[src/alid_pkg.sv]
// ----------------------------------------------------------------------------
// alid_pkg
// Types and codes shared by the array list insert/delete block.
// ----------------------------------------------------------------------------
package alid_pkg;

  localparam int unsigned PosW   = 5;
  localparam int unsigned DataW  = 32;
  localparam int unsigned CountW = 5;

  typedef enum logic [1:0] {
    REQ_INSERT = 2'd0,
    REQ_DELETE = 2'd1,
    REQ_DUMP   = 2'd2
  } req_kind_e;

  typedef enum logic [1:0] {
    ST_OK     = 2'd0,
    ST_FULL   = 2'd1,
    ST_EMPTY  = 2'd2,
    ST_BADPOS = 2'd3
  } status_e;

  typedef enum logic [2:0] {
    S_IDLE,
    S_INS_SHIFT,
    S_INS_WRITE,
    S_DEL_SHIFT,
    S_DUMP
  } state_e;

  typedef struct packed {
    logic [1:0]             req_type;
    logic [PosW-1:0]        position;
    logic signed [DataW-1:0] value;
  } req_t;

  typedef struct packed {
    status_e                 status;
    logic signed [DataW-1:0] elem_value;
    logic [CountW-1:0]       elem_count;
    logic                    last_of_run;
  } res_t;

endpackage

[src/alid_mem.sv]
// ----------------------------------------------------------------------------
// alid_mem
// Entry store: one write port, one read port with registered read data.
// ----------------------------------------------------------------------------
module alid_mem #(
  parameter int unsigned DEPTH = 16
) (
  input  logic                              clk_i,
  input  logic                              wr_en_i,
  input  logic [((DEPTH > 1) ? $clog2(DEPTH) : 1)-1:0] wr_addr_i,
  input  logic [alid_pkg::DataW-1:0]        wr_data_i,
  input  logic [((DEPTH > 1) ? $clog2(DEPTH) : 1)-1:0] rd_addr_i,
  output logic [alid_pkg::DataW-1:0]        rd_data_o
);
  import alid_pkg::*;

  logic [DataW-1:0] mem_q [DEPTH];
  logic [DataW-1:0] rd_data_q;

  always_ff @(posedge clk_i) begin
    if (wr_en_i) begin
      mem_q[wr_addr_i] <= wr_data_i;
    end
  end

  always_ff @(posedge clk_i) begin
    rd_data_q <= mem_q[rd_addr_i];
  end

  assign rd_data_o = rd_data_q;

endmodule

[src/alid_ctrl.sv]
// ----------------------------------------------------------------------------
// alid_ctrl
// Request sequencer: checks each request, then walks the store one entry a
// cycle to shift for insert/delete or to emit entries for dump.
// ----------------------------------------------------------------------------
module alid_ctrl #(
  parameter int unsigned DEPTH = 16
) (
  input  logic                              clk_i,
  input  logic                              rst_ni,
  input  logic                              start_i,
  input  alid_pkg::req_t                    req_i,
  output logic                              busy_o,
  output logic                              mem_wr_en_o,
  output logic [((DEPTH > 1) ? $clog2(DEPTH) : 1)-1:0] mem_wr_addr_o,
  output logic [alid_pkg::DataW-1:0]        mem_wr_data_o,
  output logic [((DEPTH > 1) ? $clog2(DEPTH) : 1)-1:0] mem_rd_addr_o,
  input  logic [alid_pkg::DataW-1:0]        mem_rd_data_i,
  output logic                              res_valid_o,
  output alid_pkg::res_t                    res_o
);
  import alid_pkg::*;

  localparam int unsigned AW = (DEPTH > 1) ? $clog2(DEPTH) : 1;
  localparam int unsigned CW = $clog2(DEPTH + 1);
  localparam int unsigned XW = (CW > PosW) ? CW : PosW;

  state_e           state_q, state_d;
  logic [CW-1:0]    count_q, count_d;
  logic [AW-1:0]    idx_q, idx_d;
  logic [AW-1:0]    pos_q, pos_d;
  logic [DataW-1:0] val_q, val_d;

  logic [XW-1:0]    cnt_x;
  logic [XW-1:0]    pos_x;
  logic [XW-1:0]    idx_x;
  status_e          status;
  logic [DataW-1:0] out_value;
  logic             out_last;

  assign cnt_x = XW'(count_q);
  assign pos_x = XW'(req_i.position);
  assign idx_x = XW'(idx_q);

  always_ff @(posedge clk_i or negedge rst_ni) begin
    if (!rst_ni) begin
      state_q <= S_IDLE;
      count_q <= '0;
    end else begin
      state_q <= state_d;
      count_q <= count_d;
    end
  end

  always_ff @(posedge clk_i) begin
    idx_q <= idx_d;
    pos_q <= pos_d;
    val_q <= val_d;
  end

  always_comb begin
    state_d       = state_q;
    count_d       = count_q;
    idx_d         = idx_q;
    pos_d         = pos_q;
    val_d         = val_q;
    mem_wr_en_o   = 1'b0;
    mem_wr_addr_o = idx_q;
    mem_wr_data_o = mem_rd_data_i;
    mem_rd_addr_o = '0;
    res_valid_o   = 1'b0;
    status        = ST_OK;
    out_value     = '0;
    out_last      = 1'b1;

    case (state_q)
      S_IDLE: begin
        if (start_i) begin
          res_valid_o = 1'b1;
          pos_d       = pos_x[AW-1:0];
          val_d       = req_i.value;
          case (req_i.req_type)
            REQ_INSERT: begin
              if (cnt_x >= XW'(DEPTH)) begin
                status = ST_FULL;
              end else if (pos_x > cnt_x) begin
                status = ST_BADPOS;
              end else if (pos_x == cnt_x) begin
                // append: no shift needed
                mem_wr_en_o   = 1'b1;
                mem_wr_addr_o = pos_x[AW-1:0];
                mem_wr_data_o = req_i.value;
                count_d       = count_q + CW'(1);
              end else begin
                res_valid_o   = 1'b0;
                idx_d         = AW'(count_q);
                mem_rd_addr_o = AW'(count_q - CW'(1));
                state_d       = S_INS_SHIFT;
              end
            end
            REQ_DELETE: begin
              if (count_q == '0) begin
                status = ST_EMPTY;
              end else if (pos_x >= cnt_x) begin
                status = ST_BADPOS;
              end else if (pos_x == cnt_x - XW'(1)) begin
                // tail entry: just drop it
                count_d = count_q - CW'(1);
              end else begin
                res_valid_o   = 1'b0;
                idx_d         = pos_x[AW-1:0];
                mem_rd_addr_o = AW'(pos_x + XW'(1));
                state_d       = S_DEL_SHIFT;
              end
            end
            REQ_DUMP: begin
              if (count_q == '0) begin
                status = ST_EMPTY;
              end else begin
                res_valid_o   = 1'b0;
                idx_d         = '0;
                mem_rd_addr_o = '0;
                state_d       = S_DUMP;
              end
            end
            default: begin
              status = ST_BADPOS;
            end
          endcase
        end
      end

      S_INS_SHIFT: begin
        // move entry idx-1 up into idx
        mem_wr_en_o = 1'b1;
        if (idx_q - AW'(1) == pos_q) begin
          state_d = S_INS_WRITE;
        end else begin
          idx_d         = idx_q - AW'(1);
          mem_rd_addr_o = idx_q - AW'(2);
        end
      end

      S_INS_WRITE: begin
        mem_wr_en_o   = 1'b1;
        mem_wr_addr_o = pos_q;
        mem_wr_data_o = val_q;
        count_d       = count_q + CW'(1);
        res_valid_o   = 1'b1;
        state_d       = S_IDLE;
      end

      S_DEL_SHIFT: begin
        // move entry idx+1 down into idx
        mem_wr_en_o = 1'b1;
        if (idx_x + XW'(2) == cnt_x) begin
          count_d     = count_q - CW'(1);
          res_valid_o = 1'b1;
          state_d     = S_IDLE;
        end else begin
          idx_d         = idx_q + AW'(1);
          mem_rd_addr_o = idx_q + AW'(2);
        end
      end

      S_DUMP: begin
        res_valid_o = 1'b1;
        out_value   = mem_rd_data_i;
        out_last    = (idx_x + XW'(1) == cnt_x);
        if (out_last) begin
          state_d = S_IDLE;
        end else begin
          idx_d         = idx_q + AW'(1);
          mem_rd_addr_o = idx_q + AW'(1);
        end
      end

      default: begin
        state_d = S_IDLE;
      end
    endcase
  end

  assign busy_o = (state_q != S_IDLE);

  always_comb begin
    res_o.status      = status;
    res_o.elem_value  = $signed(out_value);
    res_o.elem_count  = CountW'(count_d);
    res_o.last_of_run = out_last;
  end

endmodule

[src/array_list_insert_delete.sv]
// ----------------------------------------------------------------------------
// array_list_insert_delete
// Ordered list of up to DEPTH signed 32-bit entries with insert, delete and
// dump requests.
// ----------------------------------------------------------------------------
// Usage
//   A request beat is taken when start is high and busy is low. Each
//   result beat sits on res_o for one cycle with res_valid_o high; there is
//   no back-pressure, the receiver has to take every beat.
//   Results appear in the cycle after the sequencer produces them (output
//   register). Rejected requests, appends, tail deletes and empty dumps
//   finish in the accept cycle, so busy stays low and a new request may
//   follow in the next cycle.
//   Insert at p shifts entries p and up one place up, delete at p shifts the
//   entries above p down; both hold busy and end in one result beat. Dump
//   holds busy and sends one result beat a cycle, last_of_run on the final.
//   The single write port of the entry store moves one entry a cycle.
//   Reset empties the list at once; entry contents are not cleared and are
//   never read before being written.
// ----------------------------------------------------------------------------
module array_list_insert_delete #(
  parameter int unsigned DEPTH = 16
) (
  input  logic           clk_i,
  input  logic           rst_ni,
  input  logic           start,
  input  alid_pkg::req_t req_i,
  output logic           busy,
  output logic           res_valid_o,
  output alid_pkg::res_t res_o
);
  import alid_pkg::*;

  localparam int unsigned AW = (DEPTH > 1) ? $clog2(DEPTH) : 1;

  logic             mem_wr_en;
  logic [AW-1:0]    mem_wr_addr;
  logic [DataW-1:0] mem_wr_data;
  logic [AW-1:0]    mem_rd_addr;
  logic [DataW-1:0] mem_rd_data;
  logic             res_valid_d, res_valid_q;
  res_t             res_d, res_q;

  alid_mem #(
    .DEPTH (DEPTH)
  ) u_mem (
    .clk_i     (clk_i),
    .wr_en_i   (mem_wr_en),
    .wr_addr_i (mem_wr_addr),
    .wr_data_i (mem_wr_data),
    .rd_addr_i (mem_rd_addr),
    .rd_data_o (mem_rd_data)
  );

  alid_ctrl #(
    .DEPTH (DEPTH)
  ) u_ctrl (
    .clk_i         (clk_i),
    .rst_ni        (rst_ni),
    .start_i       (start),
    .req_i         (req_i),
    .busy_o        (busy),
    .mem_wr_en_o   (mem_wr_en),
    .mem_wr_addr_o (mem_wr_addr),
    .mem_wr_data_o (mem_wr_data),
    .mem_rd_addr_o (mem_rd_addr),
    .mem_rd_data_i (mem_rd_data),
    .res_valid_o   (res_valid_d),
    .res_o         (res_d)
  );

  // result output register
  always_ff @(posedge clk_i or negedge rst_ni) begin
    if (!rst_ni) begin
      res_valid_q <= 1'b0;
    end else begin
      res_valid_q <= res_valid_d;
    end
  end

  always_ff @(posedge clk_i) begin
    res_q <= res_d;
  end

  assign res_valid_o = res_valid_q;
  assign res_o       = res_q;

  // a dump run is never broken up
  assert property (@(posedge clk_i) disable iff (!rst_ni)
    res_valid_o && !res_o.last_of_run |=> res_valid_o)
    else $error("dump run interrupted");

  // while a dump run is still going the sequencer must stay busy
  assert property (@(posedge clk_i) disable iff (!rst_ni)
    res_valid_o && !res_o.last_of_run |-> busy)
    else $error("busy dropped inside dump run");

  // non-ok results are single beats with no value
  assert property (@(posedge clk_i) disable iff (!rst_ni)
    res_valid_o && res_o.status != ST_OK |-> res_o.last_of_run && res_o.elem_value == '0)
    else $error("bad error result");

  // an accepted request either answers at once or keeps the block busy
  assert property (@(posedge clk_i) disable iff (!rst_ni)
    start && !busy |=> busy || res_valid_o)
    else $error("request lost");

endmodule
[config.mk]
export PLATFORM = sky130hd
export DESIGN_NAME = array_list_insert_delete
export DESIGN_NICKNAME = d
export VERILOG_FILES = /design/src/alid_pkg.sv /design/src/alid_mem.sv /design/src/alid_ctrl.sv /design/src/array_list_insert_delete.sv
export SDC_FILE = /design/constraint.sdc
export NUM_CORES = 1
export LEC_CHECK = 0
export ABC_AREA = 1
export BUFFER_PORTS_ARGS = -buffer_cell sky130_fd_sc_hd__buf_2
export CAP_MARGIN = 20
export CORE_UTILIZATION = 45
export DETAILED_ROUTE_END_ITERATION = 8
export GPL_ROUTABILITY_DRIVEN = 0
export PLACE_DENSITY = 0.65
export SYNTH_ARGS = -nofsm -noshare
export SYNTH_HDL_FRONTEND = slang
export SYNTH_SLANG_ARGS = --single-unit
[constraint.sdc]
create_clock -name clk_i -period 3.69 [get_ports clk_i]
set_input_delay 0.1845 -clock clk_i [delete_from_list [all_inputs] [get_ports clk_i]]
set_output_delay 0.1845 -clock clk_i [all_outputs]
set_load 0.02 [all_outputs]
[Yosys cells after proc, flatten, opt, wreduce, memory -nomap -nowiden]
Memory sizes are Yosys's and may differ from the RTL's. A register that Yosys moved wholly into a read port is not among the register bits.
Index checks and enable logic that the tools add are counted.
Word-level totals
  register bits after elaboration: 89
  RAM bits: 512
  bits of input ports: 42
  output and inout port bits: 42
  word-level logic and storage cells: 143
  memories kept: 1
Memories
  u_mem.mem_q: depth 16, width 32, rd ports 1, clocked after memory_dff 1, write ports 1, line alid_mem.sv:17  | logic [DataW-1:0] mem_q [DEPTH];
Cells by class
  add/sub/neg operators: 9
  magnitude comparators: 3
  equality and inequality tests: 26
  multiplexer cells: 84
  reductions and logical operators: 10
Operators with widths (number)
  two-way mux 32 bit: 5
  two-way mux 4 bit: 26
  one-hot mux 32 bit (2 select lines): 1
  two-way mux 5 bit: 8
  two-way mux 3 bit: 11
  one-hot mux 4 bit (4 select lines): 2
  != test 3 bit (second input constant): 7
  == test 5 bit: 4
  one-hot mux 4 bit (2 select lines): 2
  two-way mux 1 bit: 15
  one-hot mux 5 bit (3 select lines): 1
  AND reduction 13 bit: 1
  one-hot mux 3 bit (4 select lines): 1
  one-hot mux 4 bit (3 select lines): 1
  AND reduction 12 bit: 1
  two-way mux 2 bit: 5
  one-hot mux 5 bit (2 select lines): 1
  one-hot mux 3 bit (3 select lines): 1
  adder 4 x 1 -> 4 bit (second input constant): 2
  != test 2 bit (second input constant): 4
  == test 3 x 2 -> 1 bit (second input constant): 2
  != test 2 x 1 -> 1 bit (second input constant): 3
  one-hot mux 1 bit (3 select lines): 2
  one-hot mux 2 bit (3 select lines): 1
  25 further kinds: 25

[Logic depth before layout (Yosys ltp)]
  word-level depth: 9
  mapped depth: 21
  depth with buffers taken out: 19

[Hierarchy]
Synthesis repeated with hierarchy kept, for this count alone.
Second synthesis, totals
  cells, all modules: 2788
  area total of the unflattened synthesis: 28069.4 um^2
Modules (own cells, without submodules)
  alid_mem: instances 1, cells each 2120, area each 22730.6 um^2, seq. area each 16015.4 um^2
  alid_ctrl: instances 1, cells each 627, area each 4513.1 um^2, seq. area each 1401.3 um^2
  array_list_insert_delete: instances 1, cells each 41, area each 825.8 um^2, seq. area each 825.8 um^2

[Worst setup path after synthesis]
No wires, ideal clock.
  kind: reg-to-reg
  from: reg u_ctrl.count_q[1], in the netlist u_ctrl.cnt_x[1]
  to: mem u_mem.mem_q[9][0] (enable)
  library setup time: 0.421 ns
  data arrival time: 3.388 ns
  required time: 3.269 ns
  path slack: -0.119 ns
  cell stages (with the launch flop): 15
  buffers on the path: 0
  clock period less this slack: 3.809 ns
  path through: dfrtp_1 -> inv_2 -> ha_1 -> inv_1 -> nor3_2 -> nand2_1 -> inv_1 -> nand3_1 -> a21oi_1 -> o21ai_0 -> o211ai_1 -> o21ai_0 -> inv_1 -> nand2_1 -> nor2_1
Between the ends
  cells in the longest elaborated chain, start to end: 9
  elaborated cells between the ends (all ways): 17
  those cells by class: order compare: 2; eq/ne: 1; mux: 14
Ends and longest elaborated chain
  start: declaration: line alid_ctrl.sv:29  | logic [CW-1:0] count_q, count_d;
  start signal: assignment: line alid_ctrl.sv:51  | count_q <= count_d;
  parallel branches: the longest is 9 deep, another holds greater-than comparator 5 bit
  end: declaration: line alid_mem.sv:17
Several ways; the timed one is not identified.

[Final worst setup path]
  from: reg u_ctrl.idx_q[0]
  to: reg u_mem.rd_data_q[2], in the netlist u_mem.rd_data_o[2] (read register of u_mem.mem_q)
Between the ends
  cells in the longest elaborated chain, start to end: 4
  elaborated cells between the ends (all ways): 13
  those cells by class: add/sub: 6; eq/ne: 3; mux: 4
Ends and longest elaborated chain
  start: declaration: line alid_ctrl.sv:30  | logic [AW-1:0] idx_q, idx_d;
  start signal: assignment: line alid_ctrl.sv:56  | idx_q <= idx_d;
  adder 4 x 1 -> 5 bit, or another cell as far along: line alid_ctrl.sv:169  | out_last = (idx_x + XW'(1) == cnt_x);
  == test 5 bit, or another cell as far along: line alid_ctrl.sv:169
  two-way mux 4 bit, on equally long branches: line alid_ctrl.sv:170, alid_ctrl.sv:136, alid_ctrl.sv:156
  one-hot mux 4 bit (4 select lines) (*): line alid_ctrl.sv:76  | case (state_q)
  end: declaration: line alid_mem.sv:18  | logic [DataW-1:0] rd_data_q;
Mark *: on every way between the ends. The rest lies on a longest branch, timed or not.
A chain may end at the register's enable or synchronous reset.

==> reports/metrics.cfg <==
[outcome]
outcome = complete, no violations

[worst_hold_path]
min_to = res_o[39]
hold_path.class = in -> reg
hold_start = req_i[38]
worstHoldPathCells = 4

[logic_synthesis]
yosys_warnings = 0
synth_xor_area_share_pct = 0.393
syn_inst = 2736
synth_seq_area_share_pct = 64.3
synth_compound_gate_area_share_pct = 3.69
synth_top_family_by_area = simple AND/OR/NAND/NOR gates
yosys.area.top_type = edfxtp_1
yosys_most_used_dff = edfxtp_1
ys_types = 46
synthSimpleGateAreaFrac_pct = 21.5
synth_area_leaders = edfxtp_1 (58%), nand3_1 (11%), nand2_1 (6.3%)
synth_mux_area_share_pct = 0.0397
synth_top_cell_area_share_pct = 58.4
ys_async_sr_fraction_pct = 1.42
syn_area_per_cell_um2 = 10.4
syn_area_um2 = 28400
ys_seq_elements = 633
synth_common_cells = nand3_1 (598), edfxtp_1 (552), nand2_1 (473), inv_1 (428), nand3b_1 (99)
yosysMostFrequentCell = nand3_1
syn-num-nets = 2797
synth_fa_ha_area_share_pct = 0.838
synth_edf_count = 552

[timing]
rsz0062_at_grt = false
hold_viol_final = 0
fmax_ghz = 0.291
setup_viol = 0
worst_pin_slew_ns = 1.13
relSlewSlack_pct = 24.4
fin_crit_ns = 3.43
finClkSkew_ns = 0.0288
fin_crit_sh_pct = 93.0
holdWs_ns = 0.0869
slew_viol_final = 0

[worst_setup_path]
path_class = reg -> reg
crit_path_cell_trace = inv_2, ha_1, inv_1, nor2_1, nor3_1, nand2_1, clkinv_1, nand2_2, nand2_4, nand2_1, nand2_8, nand2_8, buf_4, nand2_1, nand3_1, nand3_1, nand3_1, nand2_1
path_depth = 18
startpoint_type = register
worst-r2r-cell-count = 18
cpPeakStageDelay_ns = 0.59
r2r_slack_ns = 0.26
timing.rr.end = u_mem.rd_data_o[2]
cp_common_cell = nand2_1
required_ns = 4.17
path_buf_inv = 4
reg2reg_from = u_ctrl.idx_q[0]
cpLargestDelayFamily = simple AND/OR/NAND/NOR gates
cp_max_fo = 37
crit_arrival_ns = 3.91
critical-path-slowest-cell = edfxtp_1
endpoint_kind = register

[cells_and_area]
design_area_um2 = 33100
syn_to_final_growth_pct = 16.6
final_cells = 3795
fillers = 5307
diodes = 0
nNetsFinal = 2968
drive_gt1_share_pct = 12.7

[routing]
ant_nets = 0
wl_per_cell_um = 20.1
drc = 0
drt-total-wl_um = 76400
first_pass_iters = 5
viasPerCell = 5.43
drt_iter0_drc = 2259
vias = 20600

[global_route]
grt_pass1_vias = 19800
grt_max_degree = 87
grt_pass1_wl_um = 117000
grt.total_usage_pct = 24.1
overflow = 0
antenna_found_initial = 1

[flow_run]
maxCapViolations = 0

[clocking]
path_clk_slew_ns = 0.06
cts-root-buf = clkbuf_16
clk_path_buf_depth = 3
insertion_delay_ns = 0.62
cts_num_sinks = 633
htree_levels = 3
numCtsBuffers = 68
cts_tree = yes
cts_setup_buffers = 0

[floorplanning]
core_area_um2 = 61900
die_y_um = 253
die-area_um2 = 64000
num_rows = 91
io_pins = 84
die_w_um = 253
initial_utilization_pct = 45.8

[place]
dpl_cell_area_um2 = 30600
place_inst = 3636
io_buffers = 83
dp.final_hpwl_um = 46500

[kinds of logic (layout without fill, tap and decap cells)]
kind of cell    count (synthesis)  count (layout)
simple gates                 1289            1289
flops                         633             633
buf+inv                       604             826
compound gates                179             179
fa+ha+maj                      19              19
xor+xnor                       11              11
mux                             1               1
[worst reg2reg max path: stages, from the launching register on]
cell	delay [ns]
edfxtp_1	0.59
inv_2	0.13
ha_1	0.44
inv_1	0.11
nor2_1	0.10
nor3_1	0.06
nand2_1	0.06
clkinv_1	0.06
nand2_2	0.10
nand2_4	0.08
nand2_1	0.18
nand2_8	0.13
nand2_8	0.32
buf_4	0.31
nand2_1	0.08
nand3_1	0.07
nand3_1	0.20
nand3_1	0.20
nand2_1	0.08
[repair_timing]
item | 4_1_cts | 5_1_grt
resized for setup | 0 | 1
hold buffers | 38 | 0
endpoints found under the hold margin | 45 | 0
endpoints found under the setup margin | 0 | 4
[stage by stage]
stage	utilization (%)	worst slack [ns]	setup TNS, ns
3_3_place_gp	49.4	0.159	0
4_1_cts	53.4	0.288	0
5_1_grt	53.4	0.00588	0
3_5_place_dp	49.5	0.309	0
2_1_floorplan	-	-0.119	-41.24
6_report	53.4	0.257	0
[metal layers]
metal  GRT usage (%)  vias up  wire length [um]
li1                -     9589                 -
met1            32.5     9979             32100
met2            39.1      876             36000
met3            3.56      168              5540
met4            9.85        0              2770
met5               0        -                 0
[how the worst max path moves through the flow]
stage	from	endpoint
floorplan	u_ctrl.cnt_x[1]	u_mem.mem_q[9][0]
global placement	u_ctrl.cnt_x[4]	u_mem.mem_q[7][24]
detailed placement	u_ctrl.idx_q[0]	u_mem.rd_data_o[20]
CTS	u_ctrl.idx_q[0]	u_mem.rd_data_o[20]
global route	u_ctrl.idx_q[0]	u_mem.rd_data_o[2]
finish	u_ctrl.idx_q[0]	u_mem.rd_data_o[2]
[layout make-up]
class,instances,area (um^2),share of cell area [%]
tap,837,1050,3.17
sequential,633,18200,55.1
timing repair buffer,260,2360,7.12
inverter,445,1670,5.06
multi-input combinational,1499,7710,23.3
clock inverter,24,189,0.571
clock buffer,97,1860,5.62
[registers in the layout (all words and copies together) (netlist names)]
name	count
u_ctrl.val_q	32
u_ctrl.state_q	3
u_ctrl.pos_q	4
u_ctrl.cnt_x	5
res_valid_o	1
u_mem.mem_q	512
res_o	40
u_ctrl.idx_q	4
u_mem.rd_data_o	32
[layout by cell type (no fill, tap or decap), types with 24 or more instances in the layout]
master / netlist / layout
nand3_1: 598 / 597
edfxtp_1: 552 / 552
nand2_1: 473 / 470
inv_1: 428 / 428
nand3b_1: 99 / 99
buf_4: 23 / 97
buf_2: 93 / 83
dfxtp_1: 72 / 72
clkbuf_16: 0 / 68
nor2_1: 84 / 66
o21ai_0: 58 / 58
a21oi_1: 57 / 57
buf_12: 0 / 41
o211ai_1: 39 / 39
dlygate4sd3_1: 0 / 38
clkbuf_1: 19 / 24
Power is not shown: default switching activity piles up to over one toggle a cycle in this logic, so the estimate is an artifact.
